`src/vmes_isqrt_step.sv`:
```
// One registered digit of the pipelined integer square root.
`timescale 1ns / 1ps

module vmes_isqrt_step #(
   parameter int COMPONENT_WIDTH = 24,
   parameter int DIGIT           = 0
) (
   input  logic                           clock,
   input  logic                           reset,
   input  logic                           enable,
   input  logic                           valid_i,
   input  logic [2*COMPONENT_WIDTH+1:0]   rem_i,
   input  logic [COMPONENT_WIDTH:0]       root_i,
   output logic                           valid_o,
   output logic [2*COMPONENT_WIDTH+1:0]   rem_o,
   output logic [COMPONENT_WIDTH:0]       root_o
);

   localparam int RW = COMPONENT_WIDTH + 1;
   localparam int SW = 2 * COMPONENT_WIDTH + 2;

   logic [SW-1:0] trial;
   logic          take;
   logic          valid_ff, valid_in;
   logic [SW-1:0] rem_ff, rem_in;
   logic [RW-1:0] root_ff, root_in;

   // Setting this digit raises root^2 by (2*root + 2^d) * 2^d. The root holds
   // only bits above this digit, so the two parts never overlap.
   assign trial = ({{(SW-RW){1'b0}}, root_i} << (DIGIT + 1))
                | ({{(SW-1){1'b0}}, 1'b1} << (2 * DIGIT));
   assign take  = (trial <= rem_i);

   assign valid_in = valid_i;
   assign rem_in   = take ? (rem_i - trial) : rem_i;
   assign root_in  = take ? (root_i | (RW'(1) << DIGIT)) : root_i;

   always_ff @(posedge clock) begin
      if (reset) begin
         valid_ff <= 1'b0;
      end else if (enable) begin
         valid_ff <= valid_in;
      end
   end

   always_ff @(posedge clock) begin
      if (enable) begin
         rem_ff  <= rem_in;
         root_ff <= root_in;
      end
   end

   assign valid_o = valid_ff;
   assign rem_o   = rem_ff;
   assign root_o  = root_ff;

endmodule

```
`src/vmes_isqrt.sv`:
```
// Pipelined floor square root: one stage per result bit, most significant first.
`timescale 1ns / 1ps

module vmes_isqrt #(
   parameter int COMPONENT_WIDTH = 24
) (
   input  logic                           clock,
   input  logic                           reset,
   input  logic                           enable,
   input  logic                           in_valid,
   input  logic [2*COMPONENT_WIDTH+1:0]   in_value,
   output logic                           out_valid,
   output logic [COMPONENT_WIDTH:0]       out_root
);

   localparam int RW = COMPONENT_WIDTH + 1;
   localparam int SW = 2 * COMPONENT_WIDTH + 2;

   logic [RW:0]   valid_chain;
   logic [SW-1:0] rem_chain  [0:RW-1];
   logic [RW-1:0] root_chain [0:RW];

   assign valid_chain[0] = in_valid;
   assign rem_chain[0]   = in_value;
   assign root_chain[0]  = '0;

   // Stage k resolves result bit RW-1-k.
   for (genvar k = 0; k < RW; k++) begin : g_digit
      if (k < RW - 1) begin : g_mid
         vmes_isqrt_step #(
            .COMPONENT_WIDTH (COMPONENT_WIDTH),
            .DIGIT           (RW - 1 - k)
         ) u_step (
            .clock   (clock),
            .reset   (reset),
            .enable  (enable),
            .valid_i (valid_chain[k]),
            .rem_i   (rem_chain[k]),
            .root_i  (root_chain[k]),
            .valid_o (valid_chain[k+1]),
            .rem_o   (rem_chain[k+1]),
            .root_o  (root_chain[k+1])
         );
      end else begin : g_last
         // The final remainder is not needed.
         vmes_isqrt_step #(
            .COMPONENT_WIDTH (COMPONENT_WIDTH),
            .DIGIT           (RW - 1 - k)
         ) u_step (
            .clock   (clock),
            .reset   (reset),
            .enable  (enable),
            .valid_i (valid_chain[k]),
            .rem_i   (rem_chain[k]),
            .root_i  (root_chain[k]),
            .valid_o (valid_chain[k+1]),
            .rem_o   (),
            .root_o  (root_chain[k+1])
         );
      end
   end

   assign out_valid = valid_chain[RW];
   assign out_root  = root_chain[RW];

   // A stalled pipeline neither drops nor creates items in any stage.
   a_frozen_valid : assert property (@(posedge clock) disable iff (reset)
      !enable |=> $stable(valid_chain[RW:1]))
      else $error("square root stages changed while stalled");

endmodule

```
`config.mk`:
```
export PLATFORM = sky130hd
export DESIGN_NAME = vmes_isqrt
export DESIGN_NICKNAME = d
export VERILOG_FILES = /design/src/vmes_isqrt_step.sv /design/src/vmes_isqrt.sv
export SDC_FILE = /design/constraint.sdc
export NUM_CORES = 2
export LEC_CHECK = 0
export BUFFER_PORTS_ARGS = -buffer_cell sky130_fd_sc_hd__buf_2
export CAP_MARGIN = 10
export CORE_UTILIZATION = 50
export CTS_CLUSTER_DIAMETER = 200
export DETAILED_ROUTE_END_ITERATION = 6
export GPL_ROUTABILITY_DRIVEN = 0
export PLACE_DENSITY_LB_ADDON = 0.08
export SLEW_MARGIN = 20
export SYNTH_ARGS = -nofsm -noshare
export SYNTH_HDL_FRONTEND = slang
export SYNTH_SLANG_ARGS = --single-unit
```
`constraint.sdc`:
```
create_clock -name clock -period 3.31 [get_ports clock]
set_input_delay 0.4965 -clock clock [delete_from_list [all_inputs] [get_ports clock]]
set_output_delay 0.4965 -clock clock [all_outputs]
set_load 0.02 [all_outputs]
```
Word-level counts from Yosys, hierarchy flattened:

Cells that the tools add are included.

* bits in registers: 1850
* input port bits: 54
* output and inout port bits: 26
* word-level logic and storage cells: 172

* add/subtract/negate cells: 24
* magnitude comparators: 25
* multiplexer cells: 25

Operator list (count)
* $mux 50: 24
* $le 26x50->1: 1
* $le 27x50->1: 1
* $le 28x50->1: 1
* $le 29x50->1: 1
* $le 30x50->1: 1
* $le 31x50->1: 1
* $le 32x50->1: 1
* $le 33x50->1: 1
* $le 34x50->1: 1
* $le 35x50->1: 1
* $le 36x50->1: 1
* $le 37x50->1: 1
* $le 38x50->1: 1
* $le 39x50->1: 1
* $le 40x50->1: 1
* $le 41x50->1: 1
* $le 42x50->1: 1
* $le 43x50->1: 1
* $le 44x50->1: 1
* $le 45x50->1: 1
* $le 46x50->1: 1
* $le 47x50->1: 1
* $le 48x50->1: 1
* 27 further kinds: 27

Longest topological paths before layout:

* depth in word-level cells: 2
* gate-level depth with buffers: 14
* mapped depth without buffers: 12

Cells and area by module:

Synthesis repeated with hierarchy kept, for this count alone.

* cells, all modules: 9936
* area total of the unflattened synthesis: 109352.4 µm²

Modules (own cells, without submodules)
* vmes_isqrt_step at g_digit[24].g_last.u_step: times used 1, cells an instance 474, area each 4719.5 µm², sequential area each 2272.2 µm²
* vmes_isqrt_step at g_digit[23].g_mid.u_step: times used 1, cells an instance 443, area each 4689.5 µm², sequential area each 2272.2 µm²
* vmes_isqrt_step at g_digit[22].g_mid.u_step: times used 1, cells an instance 433, area each 4605.7 µm², sequential area each 2272.2 µm²
* vmes_isqrt_step at g_digit[19].g_mid.u_step: times used 1, cells an instance 417, area each 4584.4 µm², sequential area each 2272.2 µm²
* vmes_isqrt_step at g_digit[18].g_mid.u_step: times used 1, cells an instance 439, area each 4578.1 µm², sequential area each 2272.2 µm²
* vmes_isqrt_step at g_digit[21].g_mid.u_step: times used 1, cells an instance 430, area each 4561.9 µm², sequential area each 2272.2 µm²
* vmes_isqrt_step at g_digit[20].g_mid.u_step: times used 1, cells an instance 418, area each 4530.6 µm², sequential area each 2272.2 µm²
* vmes_isqrt_step at g_digit[16].g_mid.u_step: times used 1, cells an instance 415, area each 4464.3 µm², sequential area each 2272.2 µm²
* vmes_isqrt_step at g_digit[10].g_mid.u_step: times used 1, cells an instance 406, area each 4441.8 µm², sequential area each 2272.2 µm²
* vmes_isqrt_step at g_digit[17].g_mid.u_step: times used 1, cells an instance 397, area each 4441.8 µm², sequential area each 2272.2 µm²
* vmes_isqrt_step at g_digit[13].g_mid.u_step: times used 1, cells an instance 411, area each 4414.2 µm², sequential area each 2272.2 µm²
* vmes_isqrt_step at g_digit[11].g_mid.u_step: times used 1, cells an instance 398, area each 4386.7 µm², sequential area each 2272.2 µm²
* vmes_isqrt_step at g_digit[14].g_mid.u_step: times used 1, cells an instance 408, area each 4381.7 µm², sequential area each 2272.2 µm²
* vmes_isqrt_step at g_digit[15].g_mid.u_step: times used 1, cells an instance 398, area each 4345.4 µm², sequential area each 2272.2 µm²
* 12 more rows

Least setup slack after synthesis:

No wires, ideal clock.

* kind: register to register
* start point: reg g_digit[20].g_mid.u_step.rem_ff[21]
* end point: reg g_digit[21].g_mid.u_step.rem_ff[46], data pin
* setup time: 0.258 ns
* data arrival time: 2.986 ns
* required time: 3.052 ns
* slack: 0.066 ns
* stages on the path, launching flop included: 11
* buffers on the path: 0
* period minus slack after synthesis: 3.244 ns
* cell sequence: edfxtp_1 -> ha_1 -> a21o_1 -> or3_1 -> or3_1 -> a21o_1 -> a31oi_1 -> nor2_1 -> nor4_2 -> or3b_2 -> xnor2_1

* longest elaborated chain between the ends: 2
* elaborated cells on any way between the ends: 3
* those cells by class: 1 x add/sub; 1 x order compare; 1 x mux

Ends and longest elaborated chain
* from (decl): RTL line vmes_isqrt_step.sv:25 `logic [SW-1:0] rem_ff, rem_in;`
* from (signal assigned): RTL line vmes_isqrt_step.sv:48 `rem_ff <= rem_in;`
* $sub 50x29->50 / $le 29x50->1 (equally long branches): RTL line vmes_isqrt_step.sv:35, vmes_isqrt_step.sv:32
* $mux 50 *: RTL line vmes_isqrt_step.sv:35 `assign rem_in = take ? (rem_i - trial) : rem_i;`
* via g_digit[21].g_mid.u_step.rem_in[46]: RTL line vmes_isqrt_step.sv:25
* to (signal assigned): RTL line vmes_isqrt_step.sv:48
* to (decl): RTL line vmes_isqrt_step.sv:25

The timed path passes the listed nets; every way through them passes the cells marked *.
A chain may end at the register's enable or synchronous reset.

Worst setup path after layout:

* start point: reg g_digit[22].g_mid.u_step.rem_ff[8]
* end point: reg g_digit[23].g_mid.u_step.rem_ff[37], data pin

* longest elaborated chain between the ends: 2
* elaborated cells on any way between the ends: 3
* those cells by class: 1 x add/sub; 1 x order compare; 1 x mux

Ends and longest elaborated chain (RTL line)
* from (decl): vmes_isqrt_step.sv:25
* from (signal assigned): vmes_isqrt_step.sv:48
* $sub 50x27->50 / $le 27x50->1 (equally long branches): vmes_isqrt_step.sv:35, vmes_isqrt_step.sv:32
* $mux 50 *: vmes_isqrt_step.sv:35
* via g_digit[23].g_mid.u_step.rem_in[37]: vmes_isqrt_step.sv:25
* to (signal assigned): vmes_isqrt_step.sv:48
* to (decl): vmes_isqrt_step.sv:25

Marks and branches as above.

==> reports/qor.txt <==
=====================================================================================================
Run status ............................................................................. finished, final reports clean
Post-synthesis async set-or-reset flop share ...........................................           0%
Register bit total from synthesis ......................................................         1550
Register-to-Register Setup Slack .......................................................        40 ps
Die footprint .......................................................................... 148000 sq um
IO Pins ................................................................................           80
Worst Tran Pin Value ...................................................................       956 ps
Syn nets ...............................................................................         6166
Worst path buffer plus inverter count ..................................................            3
Kind of start point of the critical path ...............................................     register
Final-report max-slew violation count ..................................................            0
Top cells by area in the synthesized netlist ........................................... edfxtp_1 (63%), ha_1 (5.9%), xnor2_1 (3.3%)
Initial Utilization ....................................................................        50.6%
Combinational fraction of design power .................................................        20.8%
Htree depth ............................................................................            4
Post-synthesis share of cell area spent on full adders, half adders and majority gates .        5.92%
Number of clock sinks ..................................................................         1550
Final critical-path required period ....................................................      3270 ps
Synth cell count leaders ............................................................... edfxtp_1 (1525), nor2_1 (448), inv_1 (427), a21oi_1 (384), ha_1 (346)
Horiz. Die Dim .........................................................................  384 microns
Flop pwr share .........................................................................        47.3%
Clk pwr share ..........................................................................        31.9%
Synthesized area per cell ..............................................................   12.7 sq um
Switching power ........................................................................      16.2 mW
Wire length of the first global-routing pass ........................................... 259000 microns
Post-synthesis mux area share ..........................................................        1.25%
Post-synthesis cell type with the largest combined area ................................     edfxtp_1
Combinational family with the most area after synthesis ................................ simple AND/OR/NAND/NOR gates
Layout filler cell count ...............................................................        11500
TritonCTS buffer count .................................................................          165
Area after detailed placement ..........................................................  79200 sq um
Clock input transition at the sequential cells of the worst setup and hold paths .......        60 ps
Number of enable flip-flop cells after synthesis .......................................         1525
Critical path peak fanout ..............................................................            6
Achievable clock frequency .............................................................      306 MHz
Final design area excluding fillers ....................................................  86200 sq um
Wire length per cell ................................................................... 19.9 microns
CTS Root Buffer Type ...................................................................    clkbuf_16
Fraction of the mapped netlist area in simple logic gates ..............................        11.8%
Setup TNS after final layout ...........................................................         0 ps
Die extent in y ........................................................................  384 microns
Worst hold path cell count .............................................................            1
Count of antenna-violating nets left after detailed routing ............................            0
Worst slew slack as a fraction of its limit ............................................        36.0%
Ant. Diodes ............................................................................            0
DP HPWL ................................................................................ 125000 microns
Compound-Gate Fraction of Synth Area ...................................................        8.56%
Crit-path cells ........................................................................ ha_2 > nand4_1 > buf_4 > or4_4 > o211ai_1 > nor3_2 > buf_4 > nor3_4 > buf_2 > nand4b_1 > xnor2_1
Endpoint type of the worst setup path ..................................................     register
Endpoint of the lowest-slack register-to-register path ................................. g_digit[23].g_mid.u_step.rem_o[37]
Count of cells along the worst register-to-register path ...............................           11
Reg2Reg Launch Point ................................................................... g_digit[22].g_mid.u_step.rem_o[8]
Primary FF master, synth ...............................................................     edfxtp_1
Type of the most critical hold path ....................................................       in2reg
Top-count cell post-synth ..............................................................     edfxtp_1
Core region area ....................................................................... 144000 sq um
Maximum number of pins on one net before global-route repair ...........................          150
Crit share post-route ..................................................................        98.8%
Nets ...................................................................................         6835
Vias ...................................................................................        46700
Required time of the worst setup path ..................................................      3850 ps
Count of final hold-check violations ...................................................            0
Warnings, synthesis ....................................................................            0
Number of instances in the synthesized netlist .........................................         5766
Number of antenna violations at the first check in global routing ......................            1
Arrival time at the worst endpoint .....................................................      3810 ps
Max-cap violations .....................................................................            0
Fraction of power spent switching nets .................................................        28.7%
Endpoint with the worst hold slack ..................................................... g_digit[12].g_mid.u_step.rem_o[45]
Number of buffers added on ports .......................................................           79
Critical Path Slowest Stage Cell .......................................................        or4_4
Summed instance area of the synthesized netlist ........................................  73100 sq um
Power Dens Cells .......................................................................  653 nW/um^2
Unrepaired setup endpoints after global routing ........................................         true
Count of unique library cells instantiated by Yosys ....................................           79
Area growth from synthesis to final layout .............................................        17.9%
Sequential-to-total area share from yosys stat .........................................        63.3%
Top-area cell type share of the netlist area ...........................................        62.7%
Cell internal power dissipation ........................................................      40.1 mW
Clock skew .............................................................................      43.6 ps
DR vias/cell ...........................................................................         5.51
Aggregate global-route resource usage ..................................................        22.6%
Area occupied by multi-input gates .....................................................  25600 sq um
Deepest clock path buffer count ........................................................            3
Delay-heaviest family, CP .............................................................. simple AND/OR/NAND/NOR gates
Drt first pass iters ...................................................................            6
Total congestion overflow ..............................................................            0
FP Rows ................................................................................          139
Type of the setup path with the least slack ............................................      reg2reg
Number of global-route vias before repair ..............................................        46100
Synth Area in XOR/XNOR .................................................................        6.29%
Setup violations, final ................................................................            0
Source-to-sink clock delay at the later pin of the worst-skew pair .....................       810 ps
Static leakage .........................................................................      33.0 nW
Detailed router's first-iteration violation count ......................................         3111
Area taken by flip-flops and latches ...................................................  46300 sq um
Number of design rule violations left after detail routing .............................            0
Worst path max stage delay .............................................................       540 ps
Most prevalent standard cell on the critical path ......................................        buf_4
Max IR drop VDD ........................................................................       458 uV
TritonCTS clock tree ...................................................................        built
Total length of routed wires ........................................................... 169000 microns
Worst hold path startpoint .............................................................       enable
Fraction of final layout cells sized beyond drive strength 1 ...........................        15.2%
=====================================================================================================
worst reg2reg max path: cells and delay by family (launching register included):
family          cells  cell delay, ps
simple gates        5            1170
buf+inv             3             590
fa+ha+maj           1             410
flops               1             410
xor+xnor            1             140
compound gates      1             280
repair_timing:
action	4_1_cts	5_1_grt
resized for setup	21	140
endpoints found under the hold margin	52	0
pin swaps	4	38
hold buffers	52	0
setup buffers	2	18
endpoints found under the setup margin	88	242
gates cloned	0	6
per-stage QoR:
| stage | util, % | power, mW | hold slack [ps] | setup slack [ps] | instances |
|---|---|---|---|---|---|
| after global placement | 54.9 | 38.0 | 424 | -213 | 8093 |
| after floorplan | - | 33.6 | 417 | 66.3 | 5766 |
| after detailed placement | 54.9 | 38.1 | 429 | -335 | 8093 |
| final | 59.7 | 56.2 | 84.9 | 40.0 | 8473 |
| after global routing | 59.7 | 58.9 | 73.5 | -68.1 | 8473 |
| after CTS | 59.1 | 56.3 | 45.0 | -9.81 | 8449 |
logic make-up after synthesis:
logic type	Yosys count
AND/OR/NAND/NOR	1696
flip-flops	1550
AO/OA/AOI/OAI	1024
buffers and inverters	540
XOR/XNOR	525
adder cells (fa/ha/maj)	346
multiplexers	85
power by group through the flow:
stage	Clock, mW	Sequential [mW]	Combinational, mW
floorplan	0	26.1	7.46
global placement	0	27.0	11.1
detailed placement	0	27.0	11.2
CTS	18.4	26.6	11.3
global route	19.1	26.8	13.0
finish	17.9	26.6	11.7
layer usage:
metal	vias up	GRT usage [%]	wire [microns]	share of wire [%]
li1	22900	-	-	-
met1	22600	29.2	73000	43
met2	918	39.4	84400	50
met3	271	2.96	6590	3.9
met4	0	7.20	4870	2.9
met5	-	0	0	0
placed cells by master (no fill, tap or decap), drive strengths merged, types with 50 or more instances in the layout:
cell | synthesis | routed
a21o | 93 | 93
a21oi | 384 | 384
buf | 18 | 556
clkbuf | 93 | 206
clkinv | 0 | 80
dlygate4sd3 | 0 | 52
edfxtp | 1525 | 1525
ha | 346 | 346
inv | 429 | 431
mux2 | 50 | 50
nand2 | 334 | 334
nand2b | 69 | 69
nand3 | 98 | 98
nand4 | 91 | 91
nor2 | 449 | 449
nor3 | 158 | 158
nor4 | 206 | 206
o21a | 61 | 61
o21ai | 231 | 231
or3 | 76 | 77
xnor2 | 273 | 273
xor2 | 252 | 252
worst max-delay path by stage:
| stage | startpoint | cells after the start | slack, ps | end |
|---|---|---|---|---|
| 3_5_place_dp | g_digit[18].g_mid.u_step.rem_o[18] | 13 | -340 | g_digit[19].g_mid.u_step.rem_o[37] |
| 5_1_grt | g_digit[18].g_mid.u_step.root_o[6] | 12 | -70 | g_digit[19].g_mid.u_step.rem_o[37] |
| 3_3_place_gp | g_digit[18].g_mid.u_step.rem_o[18] | 12 | -210 | g_digit[19].g_mid.u_step.rem_o[39] |
| 2_1_floorplan | g_digit[20].g_mid.u_step.rem_o[21] | 10 | 70 | g_digit[21].g_mid.u_step.rem_o[46] |
| 6_report | g_digit[22].g_mid.u_step.rem_o[8] | 11 | 40 | g_digit[23].g_mid.u_step.rem_o[37] |
| 4_1_cts | g_digit[21].g_mid.u_step.rem_o[38] | 8 | -10 | g_digit[22].g_mid.u_step.rem_o[6] |
cell type report:
| type | count | area share [%] |
|---|---|---|
| flip-flops and latches | 1550 | 53.7 |
| multi-input cells | 3678 | 29.7 |
| repair buffers | 611 | 5.75 |
| clock buffers | 203 | 5.04 |
| well taps | 1903 | 2.76 |
| inverters | 429 | 1.87 |
| clock inverters | 99 | 1.16 |
state kept, by name, indices dropped and copies added, names as in the netlist:
name,cells
g_digit.g_last.u_step.root_o,25
g_digit.g_last.u_step.valid_o,1
g_digit.g_mid.u_step.rem_o,1200
g_digit.g_mid.u_step.root_o,300
g_digit.g_mid.u_step.valid_o,24
Note: power is estimated with default switching activity, not from simulation.
